===== src/rtl/core/assert_macros.svh =====
// assertion helpers, sampled on clk_i and idle while rst_ni is low
`ifndef ASSERT_MACROS_SVH
`define ASSERT_MACROS_SVH

`define CHK_PROP(lbl, prop) \
  lbl: assert property (@(posedge clk_i) disable iff (!rst_ni) prop) \
    else $error("check failed");

`define CHK_IMPL(lbl, ante, cons) \
  lbl: assert property (@(posedge clk_i) disable iff (!rst_ni) (ante) |=> (cons)) \
    else $error("check failed");

`endif


===== src/rtl/core/wrdc_pkg.sv =====
package wrdc_pkg;

  localparam logic [31:0] LogMagic  = 32'h004C_4157;
  localparam logic [31:0] CrcPoly   = 32'h82F6_3B78;
  localparam logic [31:0] CrcInit   = 32'hFFFF_FFFF;
  localparam logic [16:0] HdrBytes  = 17'd16;
  localparam logic [15:0] UpdMinLen = 16'd12;
  localparam logic [7:0]  UpdTypeRst = 8'd1;
  localparam int unsigned FifoDepth = 4;
  localparam int unsigned FifoAw    = $clog2(FifoDepth);

  localparam logic [1:0] StClean     = 2'd0;
  localparam logic [1:0] StBadMagic  = 2'd1;
  localparam logic [1:0] StTruncated = 2'd2;
  localparam logic [1:0] StCrcBad    = 2'd3;

  localparam logic KindRecord = 1'b0;
  localparam logic KindEnd    = 1'b1;

  typedef struct packed {
    logic        result_kind;
    logic [7:0]  record_type;
    logic [63:0] transaction_id;
    logic [15:0] payload_length;
    logic [31:0] byte_offset;
    logic [31:0] table_number;
    logic [31:0] row_number;
    logic [15:0] before_length;
    logic [15:0] after_length;
    logic        update_fields_valid;
    logic [1:0]  end_status;
    logic        last_result;
  } res_t;

  typedef struct packed {
    logic v0;
    logic v1;
  } push_t;

  typedef struct packed {
    logic [FifoAw:0] level;
    logic            room;
  } fifo_stat_t;

  function automatic logic [31:0] crc_byte(input logic [31:0] crc, input logic [7:0] b);
    logic [31:0] c;
    c = crc ^ {24'd0, b};
    for (int i = 0; i < 8; i++) begin
      c = (c >> 1) ^ (c[0] ? CrcPoly : 32'd0);
    end
    return c;
  endfunction

endpackage


===== src/rtl/core/wal_record_deframer_crc32c_top.sv =====
// log record deframer with crc-32c check. bytes of a log image enter one per
// request on the in_ channel; each record (16-byte little-endian header with
// magic, type, length and transaction id, then payload, then a crc-32c over
// header and payload) that checks good yields a record result, with table,
// row and before/after lengths for update records (type equal to cfg_wdata_i
// as last written, 1 after reset). bad magic or crc mismatch stops parsing
// until the request flagged final_byte_i, which always yields an end report
// with status and valid prefix length, then the block restarts for a new
// image. throughput is one byte per clock while the queue has room: a byte
// sits in the input register while the header/crc logic updates the parse
// state, and its results (zero, one or two) land in a four-entry result
// queue that drains one result per cycle while out_stall_i is low. the input
// stalls only while the queue has fewer than two free slots.
`include "assert_macros.svh"

module wal_record_deframer_crc32c_top (
  input  logic        clk_i,
  input  logic        rst_ni,
  input  logic        cfg_we_i,
  input  logic [7:0]  cfg_wdata_i,
  input  logic        in_valid_i,
  output logic        in_stall_o,
  input  logic [7:0]  log_byte_i,
  input  logic        final_byte_i,
  output logic        out_valid_o,
  input  logic        out_stall_i,
  output logic        result_kind_o,
  output logic [7:0]  record_type_o,
  output logic [63:0] transaction_id_o,
  output logic [15:0] payload_length_o,
  output logic [31:0] byte_offset_o,
  output logic [31:0] table_number_o,
  output logic [31:0] row_number_o,
  output logic [15:0] before_length_o,
  output logic [15:0] after_length_o,
  output logic        update_fields_valid_o,
  output logic [1:0]  end_status_o,
  output logic        last_result_o
);

  // update type register
  logic [7:0] upd_code_q;

  // input register
  logic       in_vld_q, in_vld_d;
  logic [7:0] byte_q;
  logic       fin_q;
  logic       accept, step;

  wrdc_pkg::push_t      push;
  wrdc_pkg::res_t       res0, res1, head;
  wrdc_pkg::fifo_stat_t fstat;

  always_ff @(posedge clk_i or negedge rst_ni) begin
    if (!rst_ni) begin
      upd_code_q <= wrdc_pkg::UpdTypeRst;
    end else if (cfg_we_i) begin
      upd_code_q <= cfg_wdata_i;
    end
  end

  // the held byte advances whenever the queue can take two more results
  assign step       = in_vld_q && fstat.room;
  assign in_stall_o = in_vld_q && !fstat.room;
  assign accept     = in_valid_i && !in_stall_o;

  always_comb begin
    in_vld_d = in_vld_q;
    if (accept) begin
      in_vld_d = 1'b1;
    end else if (step) begin
      in_vld_d = 1'b0;
    end
  end

  always_ff @(posedge clk_i or negedge rst_ni) begin
    if (!rst_ni) begin
      in_vld_q <= 1'b0;
    end else begin
      in_vld_q <= in_vld_d;
    end
  end

  // payload needs no reset
  always_ff @(posedge clk_i) begin
    if (accept) begin
      byte_q <= log_byte_i;
      fin_q  <= final_byte_i;
    end
  end

  wrdc_parser u_parser (
    .clk_i        (clk_i),
    .rst_ni       (rst_ni),
    .step_i       (step),
    .log_byte_i   (byte_q),
    .final_byte_i (fin_q),
    .upd_code_i   (upd_code_q),
    .push_o       (push),
    .res0_o       (res0),
    .res1_o       (res1)
  );

  wrdc_res_fifo u_fifo (
    .clk_i      (clk_i),
    .rst_ni     (rst_ni),
    .push_i     (push),
    .res0_i     (res0),
    .res1_i     (res1),
    .pop_i      (!out_stall_i),
    .head_o     (head),
    .nonempty_o (out_valid_o),
    .stat_o     (fstat)
  );

  assign result_kind_o         = head.result_kind;
  assign record_type_o         = head.record_type;
  assign transaction_id_o      = head.transaction_id;
  assign payload_length_o      = head.payload_length;
  assign byte_offset_o         = head.byte_offset;
  assign table_number_o        = head.table_number;
  assign row_number_o          = head.row_number;
  assign before_length_o       = head.before_length;
  assign after_length_o        = head.after_length;
  assign update_fields_valid_o = head.update_fields_valid;
  assign end_status_o          = head.end_status;
  assign last_result_o         = head.last_result;

  // queue never overfills
  `CHK_PROP(a_level_max, fstat.level <= (wrdc_pkg::FifoAw + 1)'(wrdc_pkg::FifoDepth))
  // a final byte always leaves a result in the queue
  `CHK_IMPL(a_final_res, step && fin_q, out_valid_o)
  // a stall only ever holds an occupied input register
  `CHK_PROP(a_stall_full, in_stall_o |-> in_vld_q)
  // two results pushed together always pair a record with the end report
  `CHK_PROP(a_pair_order, push.v1 |-> (res0.result_kind == wrdc_pkg::KindRecord &&
                                       res1.result_kind == wrdc_pkg::KindEnd))

endmodule


===== src/rtl/core/wrdc_parser.sv =====
module wrdc_parser (
  input  logic                 clk_i,
  input  logic                 rst_ni,
  input  logic                 step_i,
  input  logic [7:0]           log_byte_i,
  input  logic                 final_byte_i,
  input  logic [7:0]           upd_code_i,
  output wrdc_pkg::push_t      push_o,
  output wrdc_pkg::res_t       res0_o,
  output wrdc_pkg::res_t       res1_o
);

  logic [16:0] pos_q, pos_d;
  logic [31:0] off_q, off_d, start_q, start_d, crc_q, crc_d, hw_q, hw_d;
  logic [7:0]  type_q, type_d;
  logic [15:0] len_q, len_d, bl_q, bl_d, al_q, al_d;
  logic [63:0] id_q, id_d;
  logic [31:0] tab_q, tab_d, row_q, row_d;
  logic [1:0]  seen_q, seen_d, stst_q, stst_d;
  logic        stop_q, stop_d;
  logic [16:0] data_end, q;
  logic [17:0] al_pos;
  logic [1:0]  k;
  logic        done, upd, valid_upd, rec_v, end_v;
  wrdc_pkg::res_t rec, endr;

  always_comb begin
    pos_d = pos_q; off_d = off_q; start_d = start_q; crc_d = crc_q; hw_d = hw_q;
    type_d = type_q; len_d = len_q; id_d = id_q; tab_d = tab_q; row_d = row_q;
    bl_d = bl_q; al_d = al_q; seen_d = seen_q; stst_d = stst_q; stop_d = stop_q;
    done = 1'b0; rec_v = 1'b0; end_v = 1'b0;
    data_end = '0; q = '0; al_pos = '0; k = '0; upd = 1'b0; valid_upd = 1'b0;
    rec = '0; endr = '0;
    if (!stop_q) begin
      if (pos_q == 17'd0) begin
        start_d = off_q; crc_d = wrdc_pkg::CrcInit; hw_d = '0;
        type_d = '0; len_d = '0; id_d = '0; tab_d = '0; row_d = '0;
        bl_d = '0; al_d = '0; seen_d = '0;
      end
      if (pos_q < wrdc_pkg::HdrBytes) begin
        crc_d = wrdc_pkg::crc_byte(crc_d, log_byte_i);
        if (pos_q < 17'd4) begin
          hw_d[8*pos_q[1:0] +: 8] = log_byte_i;
          if (pos_q == 17'd3 && hw_d != wrdc_pkg::LogMagic) begin
            stop_d = 1'b1; stst_d = wrdc_pkg::StBadMagic;
          end
        end else if (pos_q == 17'd4) begin
          type_d = log_byte_i;
        end else if (pos_q == 17'd6) begin
          len_d[7:0] = log_byte_i;
        end else if (pos_q == 17'd7) begin
          len_d[15:8] = log_byte_i;
        end else if (pos_q >= 17'd8) begin
          id_d[8*pos_q[2:0] +: 8] = log_byte_i;
        end
      end else begin
        data_end = wrdc_pkg::HdrBytes + {1'b0, len_q};
        if (pos_q < data_end) begin
          q = pos_q - wrdc_pkg::HdrBytes;
          al_pos = 18'd10 + {2'd0, bl_q} + {16'd0, seen_q};
          crc_d = wrdc_pkg::crc_byte(crc_d, log_byte_i);
          if (q < 17'd4) begin
            tab_d[8*q[1:0] +: 8] = log_byte_i;
          end else if (q < 17'd8) begin
            row_d[8*q[1:0] +: 8] = log_byte_i;
          end else if (q == 17'd8) begin
            bl_d[7:0] = log_byte_i;
          end else if (q == 17'd9) begin
            bl_d[15:8] = log_byte_i;
          end else if (seen_q < 2'd2 && {1'b0, q} == al_pos) begin
            al_d[8*seen_q[0] +: 8] = log_byte_i;
            seen_d = seen_q + 2'd1;
          end
        end else begin
          k = pos_q[1:0] - data_end[1:0];
          if (k == 2'd0) begin
            hw_d = {24'd0, log_byte_i};
          end else begin
            hw_d[8*k +: 8] = log_byte_i;
          end
          if (k == 2'd3) begin
            if (hw_d == ~crc_q) begin
              upd = (type_q == upd_code_i) && (len_q >= wrdc_pkg::UpdMinLen);
              valid_upd = upd && (seen_q == 2'd2);
              rec_v = 1'b1;
              rec.result_kind = wrdc_pkg::KindRecord;
              rec.record_type = type_q;
              rec.transaction_id = id_q;
              rec.payload_length = len_q;
              rec.byte_offset = start_d;
              rec.table_number = upd ? tab_q : 32'd0;
              rec.row_number = upd ? row_q : 32'd0;
              rec.before_length = upd ? bl_q : 16'd0;
              rec.after_length = valid_upd ? al_q : 16'd0;
              rec.update_fields_valid = valid_upd;
              rec.end_status = wrdc_pkg::StClean;
              rec.last_result = !final_byte_i;
              start_d = off_q + 32'd1;
              done = 1'b1;
            end else begin
              stop_d = 1'b1; stst_d = wrdc_pkg::StCrcBad;
            end
          end
        end
      end
      if (!stop_d) begin
        pos_d = done ? 17'd0 : pos_q + 17'd1;
      end
      off_d = off_q + 32'd1;
    end
    if (final_byte_i) begin
      end_v = 1'b1;
      endr.result_kind = wrdc_pkg::KindEnd;
      endr.byte_offset = start_d;
      endr.end_status = stop_d ? stst_d
                      : (pos_d != 17'd0 ? wrdc_pkg::StTruncated : wrdc_pkg::StClean);
      endr.last_result = 1'b1;
      pos_d = '0; off_d = '0; start_d = '0; crc_d = wrdc_pkg::CrcInit; hw_d = '0;
      type_d = '0; len_d = '0; id_d = '0; tab_d = '0; row_d = '0;
      bl_d = '0; al_d = '0; seen_d = '0; stst_d = wrdc_pkg::StClean; stop_d = 1'b0;
    end
  end

  always_comb begin
    push_o.v0 = step_i && (rec_v || end_v);
    push_o.v1 = step_i && rec_v && end_v;
    res0_o = rec_v ? rec : endr;
    res1_o = endr;
  end

  always_ff @(posedge clk_i or negedge rst_ni) begin
    if (!rst_ni) begin
      pos_q <= '0; off_q <= '0; start_q <= '0; crc_q <= wrdc_pkg::CrcInit; hw_q <= '0;
      type_q <= '0; len_q <= '0; id_q <= '0; tab_q <= '0; row_q <= '0;
      bl_q <= '0; al_q <= '0; seen_q <= '0; stst_q <= wrdc_pkg::StClean; stop_q <= 1'b0;
    end else if (step_i) begin
      pos_q <= pos_d; off_q <= off_d; start_q <= start_d; crc_q <= crc_d; hw_q <= hw_d;
      type_q <= type_d; len_q <= len_d; id_q <= id_d; tab_q <= tab_d; row_q <= row_d;
      bl_q <= bl_d; al_q <= al_d; seen_q <= seen_d; stst_q <= stst_d; stop_q <= stop_d;
    end
  end

endmodule


===== src/rtl/core/wrdc_res_fifo.sv =====
module wrdc_res_fifo (
  input  logic                 clk_i,
  input  logic                 rst_ni,
  input  wrdc_pkg::push_t      push_i,
  input  wrdc_pkg::res_t       res0_i,
  input  wrdc_pkg::res_t       res1_i,
  input  logic                 pop_i,
  output wrdc_pkg::res_t       head_o,
  output logic                 nonempty_o,
  output wrdc_pkg::fifo_stat_t stat_o
);

  localparam int unsigned Aw = wrdc_pkg::FifoAw;

  wrdc_pkg::res_t mem_q [wrdc_pkg::FifoDepth];
  logic [Aw-1:0]  wr_q, wr_d, rd_q, rd_d, wr1;
  logic [Aw:0]    cnt_q, cnt_d;
  logic           do_pop;

  assign wr1 = wr_q + {{(Aw-1){1'b0}}, 1'b1};
  assign do_pop = pop_i && (cnt_q != '0);

  always_comb begin
    wr_d = wr_q;
    rd_d = rd_q;
    cnt_d = cnt_q;
    if (push_i.v0) begin
      wr_d = push_i.v1 ? wr_q + Aw'(2) : wr1;
    end
    if (do_pop) begin
      rd_d = rd_q + {{(Aw-1){1'b0}}, 1'b1};
    end
    cnt_d = cnt_q + {{Aw{1'b0}}, push_i.v0} + {{Aw{1'b0}}, push_i.v1}
          - {{Aw{1'b0}}, do_pop};
  end

  always_ff @(posedge clk_i) begin
    if (push_i.v0) begin
      mem_q[wr_q] <= res0_i;
    end
    if (push_i.v1) begin
      mem_q[wr1] <= res1_i;
    end
  end

  always_ff @(posedge clk_i or negedge rst_ni) begin
    if (!rst_ni) begin
      wr_q <= '0;
      rd_q <= '0;
      cnt_q <= '0;
    end else begin
      wr_q <= wr_d;
      rd_q <= rd_d;
      cnt_q <= cnt_d;
    end
  end

  assign head_o = mem_q[rd_q];
  assign nonempty_o = (cnt_q != '0);
  assign stat_o.level = cnt_q;
  // two free slots needed, one request can post a record and an end report
  assign stat_o.room = (cnt_q <= (Aw+1)'(wrdc_pkg::FifoDepth - 2));

endmodule


===== config.mk =====
export PLATFORM = sky130hd
export DESIGN_NAME = wal_record_deframer_crc32c_top
export DESIGN_NICKNAME = d
export VERILOG_FILES = /design/src/rtl/core/wrdc_pkg.sv /design/src/rtl/core/wal_record_deframer_crc32c_top.sv /design/src/rtl/core/wrdc_parser.sv /design/src/rtl/core/wrdc_res_fifo.sv
export VERILOG_INCLUDE_DIRS = /design/src /design/src/rtl/core
export SDC_FILE = /design/constraint.sdc
export NUM_CORES = 2
export LEC_CHECK = 0
export CAP_MARGIN = 20
export CORE_ASPECT_RATIO = 0.7
export CORE_UTILIZATION = 40
export CTS_BUF_LIST = sky130_fd_sc_hd__clkbuf_16
export CTS_CLUSTER_SIZE = 24
export DETAILED_ROUTE_END_ITERATION = 10
export DONT_BUFFER_PORTS = 1
export HOLD_SLACK_MARGIN = 0.02
export RECOVER_POWER = 100
export SETUP_SLACK_MARGIN = 0.4
export SYNTH_ARGS = -nofsm -noshare
export SYNTH_HDL_FRONTEND = slang
export SYNTH_HIERARCHICAL = 1
export SYNTH_SLANG_ARGS = --single-unit

===== constraint.sdc =====
create_clock -name clk_i -period 27 [get_ports clk_i]
set_input_delay 2.7 -clock clk_i [delete_from_list [all_inputs] [get_ports clk_i]]
set_output_delay 2.7 -clock clk_i [all_outputs]
set_load 0.01 [all_outputs]

### Yosys cells after proc, flatten, opt, wreduce, memory -nomap -nowiden

Memories as Yosys holds them, arrays and structs flattened.
Index checks and enable logic that the tools add are counted.

| word-level totals | value |
|---|---|
| memories | 1 |
| output and inout bits | 223 |
| flip-flop bits (word level) | 359 |
| memory bits (writable) | 884 |
| word-level logic and storage cells | 266 |
| input port bits | 22 |

Memories:

| name | depth | width | read ports | clocked after memory_dff | write ports | RTL line | text |
|---|---|---|---|---|---|---|---|
| u_fifo.mem_q | 4 | 221 | 1 | 0 | 2 | wrdc_res_fifo.sv:15 | `wrdc_pkg::res_t mem_q [wrdc_pkg::FifoDepth];` |

| cells by class | value |
|---|---|
| add/sub/neg operators | 19 |
| reductions and logical operators | 22 |
| mux-type cells | 160 |
| equality and inequality tests | 13 |
| magnitude comparators | 9 |
| shifts and indexed selects | 10 |
| bitwise gates (word level) | 10 |

Operators by type and width:

| kind | count |
|---|---|
| $mux 32 | 52 |
| $mux 221 | 5 |
| $mux 64 | 10 |
| $mux 16 | 26 |
| $xor 31x32->32 | 8 |
| $mux 220 | 1 |
| $bwmux 32 | 4 |
| $neg 5->34 | 3 |
| $shift 8x34->32 const A | 3 |
| $shiftx 8x34->32 | 3 |
| $mux 8 | 12 |
| $mux 17 | 4 |
| $bwmux 64 | 1 |
| $shift 8x34->64 const A | 1 |
| $shiftx 8x34->64 | 1 |
| $eq 17x3->1 const B | 3 |
| $mux 2 | 21 |
| $eq 17x4->1 const B | 2 |
| $lt 17x3->1 const B | 2 |
| $neg 4->34 | 1 |
| $neg 6->34 | 1 |
| $shift 8x34->16 const A | 1 |
| $shiftx 8x34->16 | 1 |
| $add 32x1->32 const B | 1 |
| 38 further kinds | 76 |

### Longest topological paths before layout

| depth | value |
|---|---|
| depth after elaboration | 24 |
| mapped depth | 24 |
| gate-level depth less buffers | 21 |

### Cells and area by module

The synthesis kept the hierarchy.

Modules (own cells, without submodules):

| module | area each (µm²) | instances | cells each |
|---|---|---|---|
| wrdc_res_fifo | 43007.5 | 1 | 2184 |
| wrdc_parser | 24677.4 | 1 | 3058 |
| wal_record_deframer_crc32c_top | 660.6 | 1 | 33 |

### Least setup slack after synthesis

OpenSTA, ideal clock, no wires.

| path | value |
|---|---|
| path type | reg2reg |
| start | reg u_parser.pos_q[0] |
| end | mem u_fifo/mem_q[0][0] in the netlist's numbering (enable) |
| buffers on the path | 7 |
| required time | 26.409 ns |
| setup slack | 16.721 ns |
| cell stages (with the launch flop) | 23 |
| setup time | 0.591 ns |
| arrival time | 9.687 ns |
| cell sequence | dfrtp_1 clkbuf_1 inv_1 ha_1 xnor2_1 inv_1 ha_1 buf_2 nor2_1 nand2_1 o22ai_1 o22ai_1 or4_4 a2111oi_4 nand4_4 clkbuf_1 buf_2 nor4_1 buf_2 nand2_1 buf_2 buf_4 nand2_1 |

RTL lines:

| what | RTL line | text |
|---|---|---|
| from (decl) | wrdc_parser.sv:13 | `logic [16:0] pos_q, pos_d;` |
| from (signal assigned) | wrdc_parser.sv:133 | `pos_q <= '0; off_q <= '0; start_q <= '0; crc_q <= wrdc_pkg::CrcInit; hw_q <= '0;` |
| from (signal assigned) | wrdc_parser.sv:137 | `pos_q <= pos_d; off_q <= off_d; start_q <= start_d; crc_q <= crc_d; hw_q <= hw_d;` |
| to (decl) | wrdc_res_fifo.sv:15 |  |

==> impl_metrics.ini <==
[timing]
fin_setup_tns_ns = 0
whs_ns = 0.473
rsz0062_at_grt = false
tightest_slew_ns = 8.24
period_needed_ns = 17.52
setup_ws_ns = 9.48
period_share = 0.649
maxSlewViolCount = 1422
hold_viol = 0
fmax_ghz = 0.0571
relSlewSlack = -4.50
finClkSkew_ns = 0.0233
setup_violations = 0

[floorplanning]
die_x_um = 496
dieArea_mm2 = 0.173
io_pins = 245
coreArea_mm2 = 0.169
start_util = 0.404
die_h_um = 348
num_rows = 126

[clock_network]
cts_buffers = 138
cts-resized-gates = 0
clk_pin_slew_ns = 0.06
clockRootBuffer = clkbuf_16
clkLatencyLatePin_ns = 0.79
cts.sinks = 1243
post_cts_buffers = 0
h-tree-depth = 4
cts_tree = built
ctsLongestPathBuffers = 3
hold_buffers = 0

[global_routing]
grt_pass1_wl_mm = 298
grt.overflow.total = 0
grt_pass1_vias = 43500
grt_usage = 0.231
grt_antenna_before_repair = 13
grt_max_degree = 351

[place]
gp_congestion = 0.963
place_ws_ns = 17.81
dp_hpwl_mm = 122
portBuffers = 0
place_inst = 7225

[logic_synthesis]
synthTopCellsByArea = edfxtp_1, mux2_2, dfrtp_1
synthTopCellsByCount = edfxtp_1, mux2_2, nand2_1
ys.warnings.count = 6
ys_seq_elements = 1243
synth-edff-count = 893
synth_area_mm2 = 0.0683
ys_seq_area_frac = 0.521
netlist.top_cell.by_area = edfxtp_1
ys_types = 106
synth_area_per_cell_um2 = 13.0
synth_ff_type = edfxtp_1
ys_async_sr_fraction = 0.282
netlist.area_leader.share = 0.392
synthCells = 5275

[setup_path]
worstPathArrival_ns = 17.91
critPathCaptureType = flip-flop
crit_path_max_fanout = 65
crit_type = reg2reg
required_ns = 27.40
worstSetupStartpointType = flip-flop

[finish]
area_delta_synth_final_pct = 7.40
utilization = 0.434
final_nets = 5204
drive_above_1_share = 0.268
stdcell_count = 7487

[routing]
drt_iter0_drc = 4632
wl_per_cell_um = 26.9
drc_errors = 0
first_pass_iters = 8
totalWireLength_mm = 201
via_per_inst = 5.84
vias = 43700
ant_nets = 0

[run]
drv_cap = 27

[min_path]
hold_path_class = reg2reg

[power_and_ir_drop]
ir_drop_uv = 62.3
p_leak_nw = 28.1
powerDensity_mw_per_mm2 = 92.9

[run_status]
violations = capacitance limit, slew limit
outcome = finished, violations left
-- layout make-up --
type | count | area, um^2
Antenna cell | 4 | 10.0
Clock buffer | 140 | 3500
Clock inverter | 115 | 768
Fill cell | 15300 | 95800
Inverter | 58 | 218
Multi-Input combinational cell | 3597 | 29800
Sequential cell | 1243 | 35600
Tap cell | 2240 | 2800
Timing Repair Buffer | 90 | 648
-- routing by layer --
layer / GRT usage / vias up / part of all wire / wire [um]
li1: - / 19400 / - / -
met1: 0.340 / 22300 / 0.45 / 91200
met2: 0.345 / 1784 / 0.44 / 89000
met3: 0.0474 / 276 / 0.083 / 16800
met4: 0.0596 / 6 / 0.021 / 4280
met5: 0 / - / 0.00015 / 30
-- per-stage QoR --
stage / area, um^2 / power, mW
4_1_cts: 73700 / 6.85
6_report: 73400 / 6.82
5_1_grt: 73400 / 7.12
3_3_place_gp: 69400 / 5.02
3_5_place_dp: 69400 / 5.03
2_1_floorplan: 69000 / 4.27
-- critical path: stages, from the launching register on --
cell and delay (ns):
dfrtp_1 0.52, inv_1 0.24, ha_1 0.62, nor4b_1 0.42, and4_1 1.93, clkbuf_1 2.35, o21ai_0 0.79, xor2_1 0.30
nand4_1 0.16, a2111oi_0 0.94, nand4_4 0.20, nor4_1 0.24, clkbuf_1 0.33, nand2_1 1.76, nand2_1 1.88, clkbuf_1 3.10
buf_4 1.13
-- cell usage in the layout, fill, tap and decap left out, types with 23 or more instances in the layout --
| cell type | netlist | final |
|---|---|---|
| dfstp_2 | 33 | 33 |
| nor2_1 | 217 | 215 |
| inv_1 | 54 | 97 |
| and2_1 | 191 | 26 |
| nand2_1 | 465 | 466 |
| and2_0 | 0 | 165 |
| and3_1 | 56 | 56 |
| or3_1 | 28 | 28 |
| o2bb2ai_1 | 23 | 23 |
| edfxtp_1 | 893 | 893 |
| clkbuf_1 | 177 | 26 |
| nand2b_1 | 28 | 28 |
| a31oi_1 | 24 | 24 |
| clkbuf_16 | 0 | 140 |
| mux4_2 | 199 | 199 |
| xor2_1 | 38 | 38 |
| ha_1 | 51 | 51 |
| nor3_1 | 37 | 38 |
| a22o_1 | 115 | 115 |
| mux2_2 | 893 | 875 |
| mux2_1 | 0 | 26 |
| clkinv_1 | 3 | 29 |
| xnor2_1 | 123 | 123 |
| nand4_1 | 27 | 27 |
| nor4_1 | 30 | 29 |
| buf_4 | 246 | 57 |
| o21ai_0 | 279 | 296 |
| nand3_1 | 62 | 63 |
| a221oi_1 | 28 | 28 |
| dfrtp_1 | 317 | 315 |
| a21oi_1 | 116 | 115 |
| conb_1 | 1 | 185 |
-- path summary, 6_finish.rpt --
check / endpoint / depth (start not counted) / start / slack, ns
min: u_parser/id_q[17] / 2 / u_parser/id_q[17] / 0.47
max in group asynchronous: u_parser/id_q[24] / 0 / rst_ni / 24.61
min in group asynchronous: u_parser/start_q[17] / 0 / rst_ni / 1.63
min reg2reg: u_parser/id_q[17] / 2 / u_parser/id_q[17] / 0.47
max: u_fifo/mem_q[2][41] / 16 / u_parser/pos_q[1] / 9.48
max reg2reg: u_fifo/mem_q[2][41] / 16 / u_parser/pos_q[1] / 9.48
-- state kept, by name, indices dropped and copies added (netlist names), 2 cells and up --
| register | flops |
|---|---|
| u_fifo/mem_q | 884 |
| u_parser/id_q | 64 |
| u_parser/crc_q | 32 |
| u_parser/hw_q | 32 |
| u_parser/off_q | 32 |
| u_parser/row_q | 32 |
| u_parser/start_q | 32 |
| u_parser/tab_q | 32 |
| u_parser/pos_q | 17 |
| u_parser/al_q | 16 |
| u_parser/bl_q | 16 |
| u_parser/len_q | 16 |
| byte_q | 8 |
| u_parser/type_q | 8 |
| upd_code_q | 8 |
| u_fifo/cnt_q | 3 |
| u_fifo/rd_q | 2 |
| u_fifo/wr_q | 2 |
| u_parser/seen_q | 2 |
| u_parser/stst_q | 2 |
-- power by group --
part | switching (mW) | leakage (nW) | total, mW | internal, mW
combinational | 1.65 | 12.8 | 2.52 | 0.874
clock | 0.810 | 2.26 | 1.81 | 0.998
sequential | 0.168 | 13.0 | 2.49 | 2.32
total | 2.63 | 28.1 | 6.82 | 4.19
-- cells by family (layout without fill, tap and decap cells) --
| family | after synthesis | in the layout | share of synthesized area |
|---|---|---|---|
| AOI/OAI and AO/OA | 824 | 824 | 0.0809 |
| xor gates and xnor gates | 165 | 165 | 0.0218 |
| adders and majority gates | 54 | 54 | 0.0102 |
| buffers and inverters | 619 | 403 | 0.0520 |
| DFF | 1243 | 1243 | 0.521 |
| muxes | 1135 | 1135 | 0.225 |
| other | 1 | 189 | 0.0000549 |
| and+or+nand+nor | 1234 | 1234 | 0.0891 |
No activity file was read; power rests on OpenSTA's default activity.
